File: src/sv/fidc_pkg.sv
// ----------------------------------------------------------------------------
// fidc_pkg: shared types and constants
// Widths, exponent constants and the kind codes of the integer/double
// converter.
// ----------------------------------------------------------------------------
`default_nettype none
package fidc_pkg;
   localparam int DefMaxBytes = 8;
   localparam logic KIND_I2D = 1'b0;
   localparam logic KIND_D2I = 1'b1;
   localparam logic [10:0] EXP_BIAS = 11'd1023;
   localparam logic [10:0] EXP_INF  = 11'd2047;

   // One accepted input beat, as held in the input register.
   typedef struct packed {
      logic        kind;
      logic [63:0] value;
   } req_type;
endpackage
`default_nettype wire

File: src/sv/fidc_i2d.sv
// ----------------------------------------------------------------------------
// fidc_i2d: integer to double
// Sign-magnitude split, leading-one search, normalizing shift and packing.
// ----------------------------------------------------------------------------
`default_nettype none
module fidc_i2d import fidc_pkg::*; (
   input  wire logic [63:0] value,
   input  wire logic [3:0]  nbytes,
   output logic [63:0]      result
);
   logic [63:0] mask, sbit, pat, mag;
   logic        neg;
   logic [5:0]  p;
   logic [63:0] norm;

   // Width mask and sign bit for the configured length.
   always_comb begin
      mask = (nbytes >= 4'd8) ? '1 : ((64'd1 << {nbytes[2:0], 3'b000}) - 64'd1);
      sbit = 64'd1 << ({2'b00, nbytes, 3'b000} - 9'd1);
      pat  = value & mask;
      neg  = (pat & sbit) != 64'd0;
      mag  = neg ? ((~pat + 64'd1) & mask) : pat;
   end

   // Leading-one position of the magnitude.
   always_comb begin
      p = 6'd0;
      for (int i = 0; i < 64; i++) begin
         if (mag[i]) p = 6'(i);
      end
   end

   // Normalize so the leading one lands in bit 63, then pack.
   always_comb begin
      norm = mag << (6'd63 - p);
      if (pat == 64'd0 || pat == sbit) result = '0;
      else result = {neg, EXP_BIAS + {5'd0, p}, norm[62:11]};
   end
endmodule
`default_nettype wire

File: src/sv/fidc_d2i.sv
// ----------------------------------------------------------------------------
// fidc_d2i: double to integer
// Alignment shift, round half away from zero, range check and negation.
// ----------------------------------------------------------------------------
`default_nettype none
module fidc_d2i import fidc_pkg::*; (
   input  wire logic [63:0] value,
   input  wire logic [3:0]  nbytes,
   output logic [63:0]      result,
   output logic             flag
);
   logic [10:0] ef;
   logic [52:0] m;
   logic [63:0] mag, mask, sh_m, negd;
   logic [5:0]  sh;
   logic [11:0] e;

   always_comb begin
      ef   = value[62:52];
      m    = {1'b1, value[51:0]};
      e    = {1'b0, ef} - {1'b0, EXP_BIAS};
      mask = (nbytes >= 4'd8) ? '1 : ((64'd1 << {nbytes[2:0], 3'b000}) - 64'd1);
      sh   = 6'd52 - e[5:0];
      sh_m = {11'd0, m} >> (sh - 6'd1);
      mag  = '0;
      flag = 1'b0;
      // Exponent classes: non-finite, tiny, half, overflowing, large and fractional.
      if (ef == EXP_INF) flag = 1'b1;
      else if (ef == 11'd0 || ef < 11'd1022) mag = '0;
      else if (ef == 11'd1022) mag = 64'd1;
      else if (e >= 12'd64) flag = 1'b1;
      else if (e >= 12'd52) mag = {11'd0, m} << (e[5:0] - 6'd52);
      else mag = (sh_m >> 1) + {63'd0, sh_m[0]};
      // Overflow past the configured width.
      if (!flag && nbytes < 4'd8 && (mag & ~mask) != 64'd0) flag = 1'b1;
      negd   = value[63] ? (~mag + 64'd1) : mag;
      result = flag ? '0 : (negd & mask);
   end
endmodule
`default_nettype wire

File: src/sv/fixed_int_double_converter_top.sv
// ----------------------------------------------------------------------------
// fixed_int_double_converter_top: integer <-> IEEE double converter
// Converts a two's complement integer of a configured byte length to double
// bits (truncating), or a double to such an integer, rounding half away from zero.
// ----------------------------------------------------------------------------
// Usage: drive req_kind and req_value with start high; a beat is taken at
// each edge where start is high and busy is low. Busy is always low, so a
// beat may be sent in every cycle. Each beat gives one result after passing
// the input register, then the result register, with rsp_valid high
// for exactly one cycle. Throughput is one beat per cycle, set by the single
// combinational pass between the two registers. The receiver cannot stall
// and must take each result in the cycle it is shown. The csr_ channel writes
// int_bytes (0 acts as 1, values above MAX_BYTES act as MAX_BYTES); it is
// always ready and should be written only while idle. Reset clears the
// pipeline valid bits and sets int_bytes to 8.
// ----------------------------------------------------------------------------
`default_nettype none
module fixed_int_double_converter_top import fidc_pkg::*; #(
   parameter int MAX_BYTES = DefMaxBytes
) (
   input  wire logic        clock,
   input  wire logic        reset,
   input  wire logic        start,
   output logic             busy,
   input  wire logic        req_kind,
   input  wire logic [63:0] req_value,
   output logic             rsp_valid,
   output logic [63:0]      rsp_converted,
   output logic             rsp_out_of_range,
   input  wire logic        csr_valid,
   output logic             csr_ready,
   input  wire logic [3:0]  csr_int_bytes
);
   req_type     req_ff;
   logic        vin_ff, vout_ff, oor_ff;
   logic [63:0] conv_ff;
   logic [3:0]  nb_ff, nbytes;
   logic [63:0] i2d_res, d2i_res;
   logic        d2i_flag;

   assign busy      = 1'b0;
   assign csr_ready = 1'b1;

   // Config register and the effective byte length.
   always_ff @(posedge clock) begin
      if (reset) nb_ff <= 4'd8;
      else if (csr_valid) nb_ff <= csr_int_bytes;
   end
   always_comb begin
      nbytes = nb_ff;
      if (nbytes == 4'd0) nbytes = 4'd1;
      if (nbytes > 4'(MAX_BYTES)) nbytes = 4'(MAX_BYTES);
   end

   fidc_i2d u_i2d (.value(req_ff.value), .nbytes(nbytes), .result(i2d_res));
   fidc_d2i u_d2i (.value(req_ff.value), .nbytes(nbytes), .result(d2i_res),
                   .flag(d2i_flag));

   // Input and result registers.
   always_ff @(posedge clock) begin
      if (reset) begin
         vin_ff  <= 1'b0;
         vout_ff <= 1'b0;
      end else begin
         vin_ff  <= start;
         vout_ff <= vin_ff;
      end
      req_ff.kind  <= req_kind;
      req_ff.value <= req_value;
      conv_ff <= (req_ff.kind == KIND_D2I) ? d2i_res : i2d_res;
      oor_ff  <= (req_ff.kind == KIND_D2I) && d2i_flag;
   end

   assign rsp_valid        = vout_ff;
   assign rsp_converted    = conv_ff;
   assign rsp_out_of_range = oor_ff;
endmodule
`default_nettype wire

File: config.mk
export PLATFORM = sky130hd
export DESIGN_NAME = fixed_int_double_converter_top
export DESIGN_NICKNAME = d
export VERILOG_FILES = /design/src/sv/fidc_pkg.sv /design/src/sv/fidc_i2d.sv /design/src/sv/fidc_d2i.sv /design/src/sv/fixed_int_double_converter_top.sv
export SDC_FILE = /design/constraint.sdc
export NUM_CORES = 1
export LEC_CHECK = 0
export ABC_AREA = 1
export BUFFER_PORTS_ARGS = -buffer_cell sky130_fd_sc_hd__clkbuf_2
export CAP_MARGIN = 0
export CORE_AREA = 10 10 274 276
export DETAILED_ROUTE_END_ITERATION = 8
export DIE_AREA = 0 0 284 286
export HOLD_SLACK_MARGIN = 0.1
export PLACE_DENSITY_LB_ADDON = 0.2
export SYNTH_ARGS = -nofsm -noshare
export SYNTH_HDL_FRONTEND = slang
export SYNTH_SLANG_ARGS = --single-unit
File: constraint.sdc
create_clock -name clock -period 15.2 [get_ports clock]
set_input_delay 1.52 -clock clock [delete_from_list [all_inputs] [get_ports clock]]
set_output_delay 1.52 -clock clock [all_outputs]
set_load 0.01 [all_outputs]
* Word-level counts from Yosys, hierarchy flattened
Index checks and enable logic that the tools add are counted.
** Word-level totals
- Word-level logic and storage cells :: 132
- Output and inout port bits :: 68
- Input port bits :: 73
- Bits in registers :: 136
** Cells by class
- Reductions and logical operators :: 11
- Add/sub/neg operators :: 11
- Bitwise logic cells :: 8
- Order comparisons :: 6
- Eq/ne operators :: 3
- Muxes and demuxes :: 81
- Shift-type cells :: 5
** Operator list (number)
- 64-bit two-way mux :: 11
- 64-bit bitwise AND :: 5
- 6-bit two-way mux :: 32
- 64-bit inverter :: 3
- 64-bit by 1-bit adder with 64-bit output, second input constant :: 2
- 64-bit nonzero test :: 2
- 5-bit two-way mux :: 16
- 63-bit by 1-bit adder with 64-bit output :: 1
- 64-bit equality test :: 1
- 64-bit logical NOT :: 1
- 1-bit by 6-bit left shift with 64-bit output, first input constant :: 1
- 1-bit by 9-bit left shift with 64-bit output, first input constant :: 1
- 53-bit by 6-bit left shift with 64-bit output :: 1
- 64-bit by 6-bit left shift with 63-bit output :: 1
- 53-bit by 6-bit right shift with 64-bit output :: 1
- 64-bit by 1-bit subtractor with 64-bit output, second input constant :: 1
- 4-bit two-way mux :: 10
- 12-bit by 6-bit >= comparator with 1-bit output, second input constant :: 1
- 12-bit by 7-bit >= comparator with 1-bit output, second input constant :: 1
- 3-bit two-way mux :: 4
- 11-bit by 10-bit subtractor with 12-bit output, second input constant :: 1
- 6-bit subtractor, first input constant :: 2
- 10-bit by 6-bit adder with 11-bit output, first input constant :: 1
- 11-bit by 10-bit equality test with 1-bit output, second input constant :: 1
- 15 further kinds :: 24

* Depth between registers and ports, before layout
- Depth after elaboration :: 79
- Depth in mapped cells :: 95
- Mapped depth without buffers :: 93

* Cells and area by module
A second synthesis with hierarchy kept.
** Unflattened totals
- Cell total of the unflattened synthesis :: 4751
- Area, all modules :: 24333.3 sq um
** By module, submodules not included
- fidc_d2i :: cells an instance 2624, instances 1, area each 12390.6 sq um, seq. area each 0.0 sq um
- fidc_i2d :: cells an instance 1753, instances 1, area each 8212.9 sq um, seq. area each 0.0 sq um
- fixed_int_double_converter_top :: cells an instance 374, instances 1, area each 3729.8 sq um, seq. area each 2722.6 sq um

* Worst setup path after synthesis
No wires, ideal clock.
- Path kind :: flip-flop to flip-flop
- Start :: reg nb_ff[3]
- End :: reg conv_ff[46], in the netlist rsp_converted[46]
- Path buffers :: 5
- Data arrival time :: 7.944 ns
- Library setup time :: 0.112 ns
- Required time :: 15.088 ns
- Cell stages (with the launch flop) :: 86
- Clock period less this slack :: 8.056 ns
- Slack :: 7.144 ns
- Path through :: dfxtp_1 -> buf_4 -> nor2_2 -> a21oi_1 -> nor2_1 -> inv_1 -> ha_1 -> ha_1 -> inv_1 -> nand3_1 -> inv_1 -> o211ai_1 -> nand2_1 -> inv_1 -> nor3_1 -> inv_1 -> nor2_1 -> ha_1 -> (+50 left out) -> nand2_1 -> nand2_1 -> nand2_1 -> nand2_1 -> nand2_1 -> nand2_1 -> nand2_1 -> nand2_2 -> buf_4 -> buf_4 -> o211ai_1 -> nand2_1 -> nand2_1 -> nand3_1 -> nand3_1 -> nand3_1 -> nand2_1 -> nand2_1
** On the way
- Longest elaborated chain between the ends :: 79
- Elaborated cells between the ends (all ways) :: 96
- Classes of those cells :: add/sub: 4; order compare: 3; eq/ne: 1; shift: 3; mux: 71; bitwise: 7; reduce/logical: 7
** RTL lines
- start, declared :: RTL line fixed_int_double_converter_top.sv:37 : logic [3:0] nb_ff, nbytes;
- start signal, assigned :: RTL line fixed_int_double_converter_top.sv:47 : else if (csr_valid) nb_ff <= csr_int_bytes;
- 4-bit logical NOT :: RTL line fixed_int_double_converter_top.sv:51 : if (nbytes == 4'd0) nbytes = 4'd1;
- 4-bit two-way mux (*) :: RTL line fixed_int_double_converter_top.sv:51
- 4-bit greater-than comparator :: RTL line fixed_int_double_converter_top.sv:52 : if (nbytes > 4'(MAX_BYTES)) nbytes = 4'(MAX_BYTES);
- 4-bit two-way mux (*) :: RTL line fixed_int_double_converter_top.sv:52
- 1-bit by 6-bit left shift with 64-bit output :: RTL line fidc_i2d.sv:18, fidc_d2i.sv:22
- 64-bit by 1-bit subtractor with 64-bit output :: RTL line fidc_i2d.sv:18, fidc_d2i.sv:22
- 64-bit two-way mux :: RTL line fidc_i2d.sv:18, fidc_d2i.sv:22
- 64-bit bitwise AND :: RTL line fidc_i2d.sv:20 : pat = value & mask;
- (+7 left out)
- 3-bit two-way mux (4 in series) :: RTL line fidc_i2d.sv:29 : if (mag[i]) p = 6'(i);
- 4-bit two-way mux (8 in series) :: RTL line fidc_i2d.sv:29
- 5-bit two-way mux (16 in series) :: RTL line fidc_i2d.sv:29
- 6-bit two-way mux (32 in series) :: RTL line fidc_i2d.sv:29
- 6-bit subtractor :: RTL line fidc_i2d.sv:35 : norm = mag << (6'd63 - p);
- 64-bit by 6-bit left shift with 63-bit output :: RTL line fidc_i2d.sv:35
- 64-bit two-way mux :: RTL line fidc_i2d.sv:36 : if (pat == 64'd0 || pat == sbit) result = '0;
- 64-bit two-way mux (*) :: RTL line fixed_int_double_converter_top.sv:70 : conv_ff <= (req_ff.kind == KIND_D2I) ? d2i_res : i2d_res;
- end signal, assigned :: RTL line fixed_int_double_converter_top.sv:70
- end, declared :: RTL line fixed_int_double_converter_top.sv:36 : logic [63:0] conv_ff;
Every way passes the cells marked *; elsewhere a longest branch is shown, timed or not.
A chain may end at the register's enable or synchronous reset.

* Final worst setup path
- Start :: reg nb_ff[3]
- End :: reg conv_ff[10], in the netlist rsp_converted[10]
The elaborated chain is that of the path after synthesis.

==> flow_metrics.env <==
export IMPL_status="finished, final reports clean"
export IMPL_max_slew_margin=0.0354
export IMPL_crit_top_cell="nand2_1"
export IMPL_vias=24600
export IMPL_nets=3698
export IMPL_synth_seq_cells=136
export IMPL_cts_sinks=136
export IMPL_cts_max_path_buffers=2
export IMPL_tns_ps=0
export IMPL_worstMarginPinSlew_ps=1440
export IMPL_maxCapViolCount=0
export IMPL_rr_startpoint="nb_ff[3]"
export IMPL_cts_buffers_inserted=17
export IMPL_synthFlopType="dfxtp_1"
export IMPL_maxSlewViolCount=0
export IMPL_p_sw_mw=1.16
export IMPL_layout_min_cycle_time_ps=11570
export IMPL_p_comb_frac=0.576
export IMPL_viasPerCell=5.41
export IMPL_hold_buffers=0
export IMPL_final_common_cell="nand2_1"
export IMPL_critical_path_class="reg2reg"
export IMPL_seqPwrFrac=0.208
export IMPL_post_dp_cell_area_um2=20400
export IMPL_synth_xor_area_share=0.0273
export IMPL_multi_input_area_um2=14100
export IMPL_synth_cell_type_count=70
export IMPL_grt_max_degree=82
export IMPL_end_kind="register"
export IMPL_p_clk_frac=0.215
export IMPL_yosysWarnings=0
export IMPL_die_height_um=286
export IMPL_hold_violations=0
export IMPL_netlist_area_um2=19200
export IMPL_hpwl_mm=83.9
export IMPL_syn_nets=3682
export IMPL_antenna_found_initial=2
export IMPL_ioPinCount=141
export IMPL_total_power_mw=2.16
export IMPL_htreeDepth=4
export IMPL_drive_gt1_frac=0.0939
export IMPL_cts_tree="built"
export IMPL_finalCritPeriodShare=0.761
export IMPL_crit_slowest_cell="nor3b_1"
export IMPL_rows=97
export IMPL_p_leak_nw=10.1
export IMPL_cp_startpoint="nb_ff[3]"
export IMPL_routabilityCongestion=1.01
export IMPL_drt_iter0_drc=3632
export IMPL_cts_setup_buffers=0
export IMPL_clockRootBuffer="clkbuf_16"
export IMPL_required_ps=15570
export IMPL_yosysSeqAreaShare=0.141
export IMPL_start_util=0.277
export IMPL_fp_dieW_um=284
export IMPL_cpPeakStageDelay_ps=1130
export IMPL_rsz0062_at_grt="false"
export IMPL_portBuffers=138
export IMPL_first_pass_iters=7
export IMPL_clock_skew_final_ps=43.1
export IMPL_synth_simple_gate_area_share=0.486
export IMPL_synthMuxAreaShare=0.0172
export IMPL_seqCellArea_um2=2730
export IMPL_synth_edff_count=0
export IMPL_n_fill_cell=8115
export IMPL_dp_slack_ps=3980
export IMPL_drtAntennaViolNets=0
export IMPL_async_flop_share=0
export IMPL_post_drt_wl_per_cell_um=22.9
export IMPL_synth_top_family_by_area="simple AND/OR/NAND/NOR gates"
export IMPL_sw_frac_of_total=0.535
export IMPL_clk_insertion_delay_late_ps=510
export IMPL_intPower_mw=1.01
export IMPL_synthCells=3581
export IMPL_core_area_um2=69500
export IMPL_synth_area_per_cell_um2=5.38
export IMPL_min_from="vin_ff"
export IMPL_route_detailed_drc=0
export IMPL_cp_start_kind="register"
export IMPL_cp_max_fo=70
export IMPL_grt_ovfl_total=0
export IMPL_p_per_area_nw_per_um2=103
export IMPL_synth_fa_ha_area_frac=0.0182
export IMPL_fmax_ghz=0.0864
export IMPL_synthToLayoutAreaGrowth_pct=9.32
export IMPL_grt_pass1_vias=22700
export IMPL_fin_ws_ps=3630
export IMPL_clk_pin_slew_ps=70
export IMPL_cp_arrival_ps=11950
export IMPL_grt_total_usage=0.248
export IMPL_cts_resized_gates=0
export IMPL_setup_viol=0
export IMPL_synth_compound_area_frac=0.180
export IMPL_grt_first_pass_wirelength_mm=152
export IMPL_final_cell_mix="1048 x nand2_1, 550 x nand3_1, 341 x inv_1"
export IMPL_dieArea_um2=81200
export IMPL_hold_class="reg2reg"
export IMPL_wl_mm=104
export IMPL_final_area_um2=21000
export IMPL_ir_worst_vdd_v=0.0000634
[cells by family after synthesis]
group	after synthesis
other cells	2
flops	136
simple gates	2139
compound gates	622
mux	33
xor+xnor	60
buf+inv	561
fa+ha+maj	28
[through the flow]
stage,cells,utilization,hold WS [ps]
after floorplan,3581,-,388
after global placement,4518,0.294,393
after detailed placement,4518,0.294,395
after CTS,4550,0.303,404
after global routing,4550,0.303,436
final,4551,0.303,402
[cells in the mapped netlist (35+ instances only)]
library cell / count / area share
a21oi_1: 88 / 0.023
buf_2: 35 / 0.0091
clkbuf_1: 64 / 0.012
dfxtp_1: 136 / 0.14
inv_1: 342 / 0.067
nand2_1: 1050 / 0.20
nand3_1: 551 / 0.14
nor2_1: 331 / 0.065
nor3_1: 65 / 0.017
o21ai_0: 266 / 0.069
o21ai_1: 132 / 0.034
xor2_1: 46 / 0.021
[cell type report]
cell class / count / share of cell area
clock inverter: 13 / 0.00731
timing repair buffer: 181 / 0.0482
sequential: 136 / 0.130
inverter: 377 / 0.0678
tap: 940 / 0.0559
antenna: 1 / 0.000119
clock buffer: 19 / 0.0221
multi-input combinational: 2884 / 0.669
[worst max-delay path: cells and delay by family (launching register included)]
kind	cells	cell delay, ps
simple gates	64	7300
buf+inv	11	2310
compound gates	5	840
fa+ha+maj	3	680
flops	1	300
[worst paths after layout]
| path | cells past startpoint | to | slack [ps] |
|---|---|---|---|
| worst max-delay path | 83 | rsp_converted[10] | 3630 |
| worst min-delay path | 2 | rsp_valid | 400 |
| worst max register to register | 83 | rsp_converted[10] | 3630 |
| worst min register to register | 2 | rsp_valid | 400 |
[flip-flops by register name, summed over array words and instances, names as in the netlist]
| name | cells |
|---|---|
| rsp_valid | 1 |
| nb_ff | 4 |
| req_ff | 65 |
| rsp_out_of_range | 1 |
| vin_ff | 1 |
| rsp_converted | 64 |
[layer usage]
metal	vias to the layer above	part of all wire	global-route usage
li1	11800	-	-
met5	-	0.00016	0
met4	2	0.058	0.133
met3	248	0.084	0.0419
met2	1286	0.44	0.395
met1	11300	0.41	0.317
[power groups by stage]
stage               logic [mW]  registers (mW)  clock network, mW
floorplan                0.788           0.458                  0
global placement          1.22           0.462                  0
detailed placement        1.21           0.460                  0
CTS                       1.22           0.453              0.474
global route              1.36           0.455              0.489
finish                    1.25           0.451              0.465
No activity file was read; power rests on OpenSTA's default activity.
